$ cat config.mk
export PLATFORM = sky130hd
export DESIGN_NAME = labs_ems_cell
export DESIGN_NICKNAME = d
export VERILOG_FILES = /design/src/rtl/labs_energy_min_search_defines.svh /design/src/rtl/labs_ems_pkg.sv /design/src/rtl/labs_ems_cell.sv
export SDC_FILE = /design/constraint.sdc
export NUM_CORES = 1
export LEC_CHECK = 0
export BUFFER_PORTS_ARGS = -buffer_cell sky130_fd_sc_hd__buf_2
export CORE_MARGIN = 1
export CORE_UTILIZATION = 50
export CTS_CLUSTER_SIZE = 14
export DETAILED_ROUTE_END_ITERATION = 10
export PLACE_DENSITY = 0.72
export SYNTH_ARGS = -nofsm -noshare
export SYNTH_HDL_FRONTEND = slang
export SYNTH_SLANG_ARGS = --single-unit
$ cat constraint.sdc
create_clock -name clk -period 23.5 [get_ports clk]
set_clock_uncertainty 0.1 [all_clocks]
set_input_delay 2.35 -clock clk [delete_from_list [all_inputs] [get_ports clk]]
set_output_delay 2.35 -clock clk [all_outputs]
set_load 0.01 [all_outputs]
$ cat src/rtl/labs_energy_min_search_defines.svh
// Assertion macros used by the block's result queue.
`ifndef LABS_ENERGY_MIN_SEARCH_DEFINES_SVH
`define LABS_ENERGY_MIN_SEARCH_DEFINES_SVH

// Same-cycle implication, disabled while reset is high.
`define LABS_ASSERT_IMPL(lbl, clk, rst, ante, cons) \
  lbl: assert property (@(posedge clk) disable iff (rst) (ante) |-> (cons)) \
    else $error("assertion failed");

// Next-cycle implication, disabled while reset is high.
`define LABS_ASSERT_NEXT(lbl, clk, rst, ante, cons) \
  lbl: assert property (@(posedge clk) disable iff (rst) (ante) |=> (cons)) \
    else $error("assertion failed");

`endif

$ cat src/rtl/labs_ems_pkg.sv
`timescale 1ns / 1ps
package labs_ems_pkg;

  // Sequence length limits
  localparam int MAX_LEN   = 32;
  localparam int CAND_W    = 32;
  localparam int LEN_CAP   = (MAX_LEN < CAND_W) ? MAX_LEN : CAND_W;
  localparam int NUM_CELLS = LEN_CAP - 1;
  localparam int LAG_W     = (LEN_CAP > 2) ? $clog2(LEN_CAP) : 1;

  // Field widths
  localparam int LEN_W    = 6;
  localparam int ENERGY_W = 14;
  localparam int CORR_W   = LEN_W + 2;
  localparam int SQ_W     = 2 * LEN_W;
  localparam int CNT_W    = $clog2(CAND_W + 1);

  localparam logic [LEN_W-1:0]    LEN_RESET  = LEN_W'(32);
  localparam logic [ENERGY_W-1:0] ENERGY_MAX = '1;

  // Result queue
  localparam int FIFO_DEPTH = 128;
  localparam int PTR_W      = $clog2(FIFO_DEPTH);

  typedef struct packed {
    logic [CAND_W-1:0] candidate;
    logic              restart;
  } item_t;

  typedef struct packed {
    logic [ENERGY_W-1:0] energy;
    logic [CAND_W-1:0]   best_candidate;
    logic [ENERGY_W-1:0] best_energy;
  } result_t;

  // Item as it travels down the cell chain
  typedef struct packed {
    logic [CAND_W-1:0]   candidate;
    logic                restart;
    logic [LEN_W-1:0]    len;
    logic [ENERGY_W-1:0] sum;
  } stage_t;

endpackage

$ cat src/rtl/labs_ems_cell.sv
`timescale 1ns / 1ps
module labs_ems_cell import labs_ems_pkg::*; (
  input  logic             clk,
  input  logic             rst,
  input  logic [LAG_W-1:0] lag,
  input  logic             in_valid,
  input  stage_t           in_stage,
  output logic             out_valid,
  output stage_t           out_stage
);

  // Population count, byte by byte
  function automatic logic [CNT_W-1:0] popcount(input logic [CAND_W-1:0] v);
    logic [CNT_W-1:0] total;
    logic [3:0]       part;
    total = '0;
    for (int b = 0; b < CAND_W / 8; b++) begin
      part = '0;
      for (int i = 0; i < 8; i++) begin
        part = part + 4'(v[8*b+i]);
      end
      total = total + CNT_W'(part);
    end
    return total;
  endfunction

  logic                     active;
  logic [LEN_W-1:0]         span;
  logic [CAND_W-1:0]        keep;
  logic [CAND_W-1:0]        differ;
  logic [CNT_W-1:0]         ones;
  logic signed [CORR_W-1:0] corr;

  logic                     mid_valid;
  stage_t                   mid_stage;
  logic signed [CORR_W-1:0] mid_corr;

  logic [CORR_W-1:0]        mag;
  logic [SQ_W-1:0]          sq;
  logic [ENERGY_W:0]        sum_wide;
  logic [ENERGY_W-1:0]      sum_next;
  stage_t                   stage_next;

  // C_k = span - 2 * (number of differing pairs)
  always_comb begin
    active = LEN_W'(lag) < in_stage.len;
    span   = in_stage.len - LEN_W'(lag);
    keep   = (CAND_W'(1) << span) - CAND_W'(1);
    differ = (in_stage.candidate ^ (in_stage.candidate >> lag)) & keep;
    ones   = popcount(differ);
    if (active) begin
      corr = $signed(CORR_W'(span)) - $signed(CORR_W'({ones, 1'b0}));
    end else begin
      corr = '0;
    end
  end

  always_ff @(posedge clk) begin
    if (rst) begin
      mid_valid <= 1'b0;
    end else begin
      mid_valid <= in_valid;
    end
  end

  always_ff @(posedge clk) begin
    mid_stage <= in_stage;
    mid_corr  <= corr;
  end

  // Square and accumulate, saturating as a guard
  always_comb begin
    mag            = mid_corr[CORR_W-1] ? CORR_W'(-mid_corr) : CORR_W'(mid_corr);
    sq             = mag[LEN_W-1:0] * mag[LEN_W-1:0];
    sum_wide       = (ENERGY_W+1)'(mid_stage.sum) + (ENERGY_W+1)'(sq);
    sum_next       = sum_wide[ENERGY_W] ? ENERGY_MAX : sum_wide[ENERGY_W-1:0];
    stage_next     = mid_stage;
    stage_next.sum = sum_next;
  end

  always_ff @(posedge clk) begin
    if (rst) begin
      out_valid <= 1'b0;
    end else begin
      out_valid <= mid_valid;
    end
  end

  always_ff @(posedge clk) begin
    out_stage <= stage_next;
  end

endmodule

==> impl_metrics.ini <==
[clocking]
htreeDepth = 4
clkLatencyLatePin_ns = 0.42
cts_tree = built
ctsLongestPathBuffers = 2
numCtsBuffers = 17
path_clk_slew_ns = 0.06
post_cts_buffers = 0
clock_sinks = 115
clockRootBuffer = clkbuf_16
cts_resized = 0
cts_hold_buf = 0

[finish]
layout-drive-gt1-share_pct = 22.4
final_nets = 1012
multi_input_area_sq_um = 4720
diodes = 0
area_growth_pct = 15.7
fillers = 1274
regArea_sq_um = 2300

[outcome]
status = completed

[timing]
slew_violations = 0
setup_viol = 0
grt_setup_unrepaired = no
hold_viol_final = 0
fin_crit_sh_pct = 48.8
hold_ws_ns = 0.222
worst_pin_slew_ns = 1.06
max_clock_freq_mhz = 87.3
final.min_clock_period_ns = 11.46
slew_headroom_pct = 28.9
tns_ns = 0

[synthesis]
synth_top_cell_by_area = dfxtp_1
yosys_register_bits = 115
yosysSeqAreaShare_pct = 30.9
synthesis.area_per_instance_sq_um = 9.69
synthesis.nets = 911
netlist_instances = 770
synth_ff_type = dfxtp_1
ys_types = 68
yosysWarningCount = 0
netlist.area_leader.share_pct = 30.9
async_reset_ff_share_pct = 0
synth-edff-count = 0
syn-cell-area_sq_um = 7460
synth_area_leaders = dfxtp_1, fa_1, mux4_2
synth_common_cells = dfxtp_1, nand2_1, nor2_1
synth_most_common_cell = dfxtp_1

[floorplanning]
start_util_pct = 51.3
dieArea_sq_um = 15400
ios = 115
core_area_sq_um = 14500
rows = 44
dieWidth_um = 124
die-height_um = 124

[grt]
grt_pass1_wl_um = 28300
globalRouteOverflowTotal = 0
antenna_found_initial = 0
grt_pass1_vias = 5696
grt_usage_pct = 24.6
grt_max_degree = 45

[place]
io_buffers = 114
hpwlAfterDp_um = 13300
gp_congestion = 0.901

[detailed_routing]
final_antenna_net_count = 0
routedWlPerCell_um = 16.6
drtIter0Drc = 649
dr.pass1.iters = 5
remaining_drc_errors = 0
vias_per_cell = 5.65
wl_um = 17700
vias = 6029

[critical_path]
crit_type = in -> reg
cp-startpoint = lag[2]
start_kind = primary input
r2r_slack_ns = 17.56
r2r-start = mid_corr[0]
crit_fanout = 30
cp.arrival_ns = 11.68
required_ns = 23.72
worstSetupEndpointType = flip-flop

[flow_run]
maxCapViolCount = 0

[hold_path]
hp-start = mid_stage[17]
hold_path_class = reg -> reg
## registers in the layout, summed over array words and instances (netlist names)
signal / cells
mid_corr: 7
mid_stage: 53
mid_valid: 1
out_stage: 53
out_valid: 1
## cells in the final DEF (no fill, tap or decap), drive strengths merged, types with 9 or more instances in the layout
| cell type | n |
|---|---|
| nand2 | 77 |
| buf | 118 |
| inv | 70 |
| dfxtp | 115 |
| mux2 | 10 |
| xor2 | 28 |
| nor2 | 65 |
| mux4 | 27 |
| ha | 39 |
| a21oi | 41 |
| fa | 41 |
| clkbuf | 18 |
| mux2i | 26 |
| xnor2 | 32 |
| nor2b | 9 |
| nand3 | 13 |
| o21ai | 29 |
| nand2b | 12 |
## critical path, cell delays in order
cell	delay, ns
buf_2	0.42
inv_1	0.62
ha_1	0.59
o21ai_2	0.18
a21oi_2	0.07
nor3_1	0.26
o31a_1	0.66
nor3_1	0.19
nand2_1	0.11
ha_1	0.67
nand2_1	0.21
nor4_1	0.31
o221ai_1	0.16
o31a_1	0.15
fa_1	0.50
fa_1	0.52
fa_1	0.52
fa_1	0.53
fa_1	0.54
inv_1	0.04
ha_1	0.21
inv_1	0.07
fa_1	0.45
fa_1	0.45
maj3_1	0.36
a21oi_1	0.21
nor2_1	0.07
a211oi_1	0.23
## stage by stage
step	utilization, %	instance area, sq um	std cells	setup WS (ns)
after CTS	59.4	8630	1068	12.14
after global routing	59.4	8630	1068	11.47
final	59.4	8630	1068	12.04
after detailed placement	55.7	8100	1036	11.73
after global placement	55.7	8100	1036	11.96
after floorplan	-	7460	770	13.22
## layer usage
metal	up-vias	GRT usage [%]	share of wire [%]
met1	2833	31.2	43
li1	2859	-	-
met2	281	38.9	46
met3	56	6.00	8.0
met5	-	0	0
met4	0	12.3	3.7
## final cells by class
cell class                      instances  share of cell area (%)
Multi-Input combinational cell        554                    54.7
Sequential cell                       115                    26.7
Clock buffer                           18                    4.97
Timing Repair Buffer                  118                    6.96
Inverter                               65                    2.83
Tap cell                              184                    2.67
Clock inverter                         14                    1.19
## cells by family (layout without fill, tap and decap cells)
logic type	count (synthesis)	after routing	share of synthesized area [%]
xor+xnor	60	60	7.15
fa+ha+maj	82	82	17.8
flops	115	115	30.9
mux	63	63	13.2
buf+inv	101	215	5.82
compound gates	138	138	12.3
simple gates	211	211	12.9
## path summary, 6_finish.rpt
kind	to	cells past startpoint
setup / recovery	mid_corr[7]	28
hold / removal	out_stage[17]	0
setup reg to reg	out_stage[11]	19
hold reg to reg	out_stage[17]	0
Power is not shown: default switching activity piles up to over one toggle a cycle in this logic, so the estimate is an artifact.
