<file path="src/rtl/labs_energy_min_search_defines.svh">
// Assertion macros used by the block's result queue.
`ifndef LABS_ENERGY_MIN_SEARCH_DEFINES_SVH
`define LABS_ENERGY_MIN_SEARCH_DEFINES_SVH

// Same-cycle implication, disabled while reset is high.
`define LABS_ASSERT_IMPL(lbl, clk, rst, ante, cons) \
  lbl: assert property (@(posedge clk) disable iff (rst) (ante) |-> (cons)) \
    else $error("assertion failed");

// Next-cycle implication, disabled while reset is high.
`define LABS_ASSERT_NEXT(lbl, clk, rst, ante, cons) \
  lbl: assert property (@(posedge clk) disable iff (rst) (ante) |=> (cons)) \
    else $error("assertion failed");

`endif

</file>
<file path="src/rtl/labs_ems_pkg.sv">
`timescale 1ns / 1ps
package labs_ems_pkg;

  // Sequence length limits
  localparam int MAX_LEN   = 32;
  localparam int CAND_W    = 32;
  localparam int LEN_CAP   = (MAX_LEN < CAND_W) ? MAX_LEN : CAND_W;
  localparam int NUM_CELLS = LEN_CAP - 1;
  localparam int LAG_W     = (LEN_CAP > 2) ? $clog2(LEN_CAP) : 1;

  // Field widths
  localparam int LEN_W    = 6;
  localparam int ENERGY_W = 14;
  localparam int CORR_W   = LEN_W + 2;
  localparam int SQ_W     = 2 * LEN_W;
  localparam int CNT_W    = $clog2(CAND_W + 1);

  localparam logic [LEN_W-1:0]    LEN_RESET  = LEN_W'(32);
  localparam logic [ENERGY_W-1:0] ENERGY_MAX = '1;

  // Result queue
  localparam int FIFO_DEPTH = 128;
  localparam int PTR_W      = $clog2(FIFO_DEPTH);

  typedef struct packed {
    logic [CAND_W-1:0] candidate;
    logic              restart;
  } item_t;

  typedef struct packed {
    logic [ENERGY_W-1:0] energy;
    logic [CAND_W-1:0]   best_candidate;
    logic [ENERGY_W-1:0] best_energy;
  } result_t;

  // Item as it travels down the cell chain
  typedef struct packed {
    logic [CAND_W-1:0]   candidate;
    logic                restart;
    logic [LEN_W-1:0]    len;
    logic [ENERGY_W-1:0] sum;
  } stage_t;

endpackage

</file>
<file path="src/rtl/labs_ems_min.sv">
`timescale 1ns / 1ps
module labs_ems_min import labs_ems_pkg::*; (
  input  logic    clk,
  input  logic    rst,
  input  logic    in_valid,
  input  stage_t  in_stage,
  output logic    wr_en,
  output result_t wr_data
);

  logic [ENERGY_W-1:0] min_energy;
  logic [CAND_W-1:0]   min_mask;

  logic [ENERGY_W-1:0] base_energy;
  logic [CAND_W-1:0]   base_mask;
  logic [ENERGY_W-1:0] min_energy_next;
  logic [CAND_W-1:0]   min_mask_next;

  // Restart clears the minimum; ties keep the earlier mask
  always_comb begin
    base_energy = in_stage.restart ? ENERGY_MAX : min_energy;
    base_mask   = in_stage.restart ? '0 : min_mask;
    if (in_stage.sum < base_energy) begin
      min_energy_next = in_stage.sum;
      min_mask_next   = in_stage.candidate;
    end else begin
      min_energy_next = base_energy;
      min_mask_next   = base_mask;
    end
  end

  always_ff @(posedge clk) begin
    if (rst) begin
      min_energy <= ENERGY_MAX;
      min_mask   <= '0;
      wr_en      <= 1'b0;
    end else begin
      wr_en <= in_valid;
      if (in_valid) begin
        min_energy <= min_energy_next;
        min_mask   <= min_mask_next;
      end
    end
  end

  always_ff @(posedge clk) begin
    wr_data.energy         <= in_stage.sum;
    wr_data.best_candidate <= min_mask_next;
    wr_data.best_energy    <= min_energy_next;
  end

endmodule

</file>
<file path="config.mk">
export PLATFORM = sky130hd
export DESIGN_NAME = labs_ems_min
export DESIGN_NICKNAME = d
export VERILOG_FILES = /design/src/rtl/labs_energy_min_search_defines.svh /design/src/rtl/labs_ems_pkg.sv /design/src/rtl/labs_ems_min.sv
export SDC_FILE = /design/constraint.sdc
export NUM_CORES = 1
export LEC_CHECK = 0
export ABC_AREA = 1
export BUFFER_PORTS_ARGS = -buffer_cell sky130_fd_sc_hd__buf_2
export CORE_MARGIN = 2
export CORE_UTILIZATION = 50
export DETAILED_ROUTE_END_ITERATION = 8
export PLACE_DENSITY = 0.76
export SYNTH_ARGS = -nofsm -noshare
export SYNTH_HDL_FRONTEND = slang
export SYNTH_SLANG_ARGS = --single-unit
</file>
<file path="constraint.sdc">
create_clock -name clk -period 2.3 [get_ports clk]
set_clock_uncertainty 0.15 [all_clocks]
set_input_delay 0.115 -clock clk [delete_from_list [all_inputs] [get_ports clk]]
set_output_delay 0.115 -clock clk [all_outputs]
set_load 0.01 [all_outputs]
</file>
==> flow_results.org <==
** Yosys
- Combinational family with the most area after synthesis :: simple AND/OR/NAND/NOR gates
- The Yosys step of the flow raised 0 warnings.
- Summing the areas of all and, or, nand and nor instances in the mapped netlist gives between 30% and 40% of the synthesized area.
- Counting flops with a built-in enable in the synthesized netlist gives 0.
- Among all flip-flop cells after synthesis, the most frequent one is sky130_fd_sc_hd__dfxtp_1.
- Cell variety after synth :: 25
- Compound-gate portion of the synthesized area :: under 10%
- Counting every instance in the synthesized netlist gives 577.
- Area of the mapped netlist :: roughly 0.0047 mm2
- Sequential-to-total area share from yosys stat :: between 40 and 50%
- After Yosys synthesis, full adders, half adders and majority gates account for under 10% of the synthesized area.
- Share of the synthesized netlist area taken by xor and xnor gates :: 0%
- After synthesis, the share of cell area in mux cells is 0%.
- Counting flops and latches in the post-synthesis netlist gives 107.
- For this run, asynchronously set or reset flops after synthesis account for 0%.
- Mapped Avg Cell Area :: 8.080 um2
- Synthesis produced a netlist with a net count of approximately 650.

** Pwr
- In this run the static leakage power is between 3 and 4 nW.
- Power spread over the standard cell area amounts to approximately 650 mW/mm2.
- The design draws around 3.8 mW.
- Across the VDD grid, the largest voltage drop is ~260 uV.

** Die
- In this run the count of I/O pins placed on the die edge is roughly 120.
- The initial utilization of the core area, before any placement, comes to between 50 and 60%.
- The die is around 100 um wide.
- The die covers between 0.01 and 0.015 mm2.
- Core area :: ~0.0092 mm2
- Row count :: 35
- Chip height :: 100.6 um

** Critical path
- At the worst endpoint, the arrival time is ~2.2 ns.
- In this run the worst path has a maximum fanout of 10.
- For the worst setup path, the data required time is about 2.4 ns.
- RR Startpoint :: min_energy[9]
- The worst setup path is captured at a register.
- First element of the critical path :: in_stage[9]
- CP Class :: input port to register
- STA classifies the critical path startpoint as an input port.

** Final layout
- In the final layout, the share of cells above drive strength 1 is between 20% and 30%.
- The library cell used most frequently in the layout, excluding fill and tap cells, is sky130_fd_sc_hd__nand2_1.
- Footprint of the multi-input gates :: approximately 0.0020 mm2
- Seq. cell area :: around 0.0021 mm2
- The final layout contains slightly below 800 nets.
- # diodes :: 0
- Number of fill cells in the layout :: 760
- From synthesis to final layout, the design area changed by 27.43%.
- Commonest non-fill, non-tap cells in the layout :: sky130_fd_sc_hd__nand2_1 (136), sky130_fd_sc_hd__buf_2 (110), sky130_fd_sc_hd__dfxtp_1 (107), sky130_fd_sc_hd__inv_1 (68), sky130_fd_sc_hd__nand3_1 (54)
- Design Area, Final :: 0.005941 mm2

** Place
- Detailed placement ended at an HPWL of between 6000 and 7000 um.
- During placement, the flow inserted port buffers numbering 110.
- The placed instances occupy a cell area of approximately 0.0053 mm2.
- Routability cong. :: 0.8108

** Detailed routing
- Wire length on met2 :: around 5100 um
- Before antenna repair, the detailed router went through 5 iterations.
- Detailed route wirelength on metal3 :: between 300 and 400 um
- The routed design has roughly 10000 um of wire.
- Detailed-routing wirelength on met1 :: between 4000 and 5000 um
- For this run, design rule violations remaining after detail routing come to 0.
- The highest layer touched by signal routing is met4.
- Routed vias :: 4062
- After detailed routing, the number of vias per cell comes to between 4 and 5.
- Routed length per placed instance :: between 10 and 15 um
- Antenna viol nets, final :: 0
- First-iteration detailed-routing DRC count :: 94

** CTS
- Clock tree sinks :: about 110
- Source-to-sink clock delay at the later pin of the worst-skew pair :: 0.37 ns
- Clock tree synthesis inserted a total of 9 buffers.
- Clock-pin slew on the worst setup and hold paths :: 0.11 ns
- The tree is rooted in a sky130_fd_sc_hd__clkbuf_8.
- TritonCTS built the clock tree.
- Counting along the longest clock path gives a buffer depth of 2.
- The H-tree was split into 3 levels.

** Global routing
- Antenna violations before repair :: 0
- In the global route stage, overall resource usage came out at approximately a fifth.
- The via count of the first global-routing pass came to between 3000 and 4000.
- Entering global routing, the biggest net connects 48 pins.
- The first global-routing pass estimated about 17000 um of wire.
- For this run the aggregate overflow at the end of global routing stands at 0.

** Timing
- Setup TNS :: 0 ns
- Measured against its own limit, the worst slew margin works out to between 30% and 40%.
- Number of endpoints failing setup at the final stage :: 0
- Worst Max-Slew Pin Slew :: 0.9471 ns
- Post-route minimum period :: approximately 2.1 ns
- Hold violation count in the final report :: 0
- Static timing analysis puts the maximum clock frequency at ~470 MHz.
- Final Cycle Share :: 92.01%
- The count of final max-slew check failures came to 0.
- Worst slack on hold paths :: around 0.068 ns

** Hold path
- Path category of the worst min-delay check :: input port to register
- Hold Path Origin :: in_valid

** Run
- Maximum capacitance violations :: 0

** Status
- Result of the run :: finished, final reports clean
-- critical path: stages --
cell                            delay, ns
sky130_fd_sc_hd__dlygate4sd3_1       0.54
sky130_fd_sc_hd__buf_2               0.14
sky130_fd_sc_hd__ha_1                0.31
sky130_fd_sc_hd__a21oi_1             0.19
sky130_fd_sc_hd__a21oi_2             0.10
sky130_fd_sc_hd__nor2_4              0.20
sky130_fd_sc_hd__buf_4               0.35
sky130_fd_sc_hd__nand3_2             0.11
sky130_fd_sc_hd__and2_1              0.17
-- metrics by stage --
stage          worst slack [ns]  util (%)  cells
3_5_place_dp            0.05751     57.51    777
4_1_cts                  0.1992     64.51    839
6_report                 0.1837     64.91    843
3_3_place_gp            0.08218     57.51    777
2_1_floorplan            0.1683         -    577
5_1_grt                -0.01084     64.91    843
-- power by group --
| part | leakage [nW] | internal (mW) | total, mW | switching, mW |
|---|---|---|---|---|
| Sequential | 0.897 | 2.00 | 2.04 | 0.0405 |
| Clock | 0.0963 | 0.412 | 1.08 | 0.667 |
| Combinational | 2.17 | 0.329 | 0.715 | 0.385 |
| Total | 3.16 | 2.74 | 3.84 | 1.09 |
-- logic make-up after synthesis --
group	Yosys count
buf+inv	105
simple gates	299
fa+ha+maj	13
flops	107
compound gates	53
-- routing by layer --
| layer | vias to the layer above | global-route usage (%) |
|---|---|---|
| met5 | - | 0 |
| met3 | 19 | 3.883 |
| met2 | 83 | 37.53 |
| met4 | 0 | 8.851 |
| met1 | 1856 | 24.74 |
| li1 | 2104 | - |
-- worst paths after layout --
| check | slack (ns) | end | cells after the start |
|---|---|---|---|
| max | 0.18 | wr_data[0] | 9 |
| min | 0.07 | min_mask[7] | 5 |
| max reg2reg | 0.19 | wr_data[0] | 8 |
| min reg2reg | 0.33 | min_energy[2] | 2 |
-- synthesized netlist by cell type (5+ instances only) --
master                     count  area, um2
sky130_fd_sc_hd__dfxtp_1     107       2142
sky130_fd_sc_hd__buf_2         7      35.03
sky130_fd_sc_hd__nand3_2      27      270.3
sky130_fd_sc_hd__nor2_1       51      191.4
sky130_fd_sc_hd__nand3_1      54      270.3
sky130_fd_sc_hd__ha_1         13      162.7
sky130_fd_sc_hd__clkbuf_1     16      60.06
sky130_fd_sc_hd__inv_1        69      259.0
sky130_fd_sc_hd__nand3b_4      9      180.2
sky130_fd_sc_hd__a21oi_1      49      245.2
sky130_fd_sc_hd__and2_1       14      87.58
sky130_fd_sc_hd__nand2_1     136      510.5
sky130_fd_sc_hd__buf_6         5      56.30
-- area by class of cell --
| type | instances | area share [%] |
|---|---|---|
| Sequential cell | 107 | 36.06 |
| Multi-Input combinational cell | 365 | 34.01 |
| Timing Repair Buffer | 173 | 20.07 |
| Inverter | 71 | 4.486 |
| Tap cell | 111 | 2.338 |
| Clock buffer | 9 | 2.085 |
| Clock inverter | 7 | 0.9478 |
-- timing repair --
item | in CTS | in global routing
hold buffers | 46 | 0
setup endpoints to repair | 0 | 2
gates resized for setup | 0 | 2
buffers inserted | 0 | 4
hold endpoints to repair | 106 | 0
-- flip-flops by register name (all words and copies together) (netlist names) --
| name | flops |
|---|---|
| min_energy | 14 |
| min_mask | 32 |
| wr_data | 60 |
| wr_en | 1 |
Note: power is estimated with default switching activity, not from simulation.
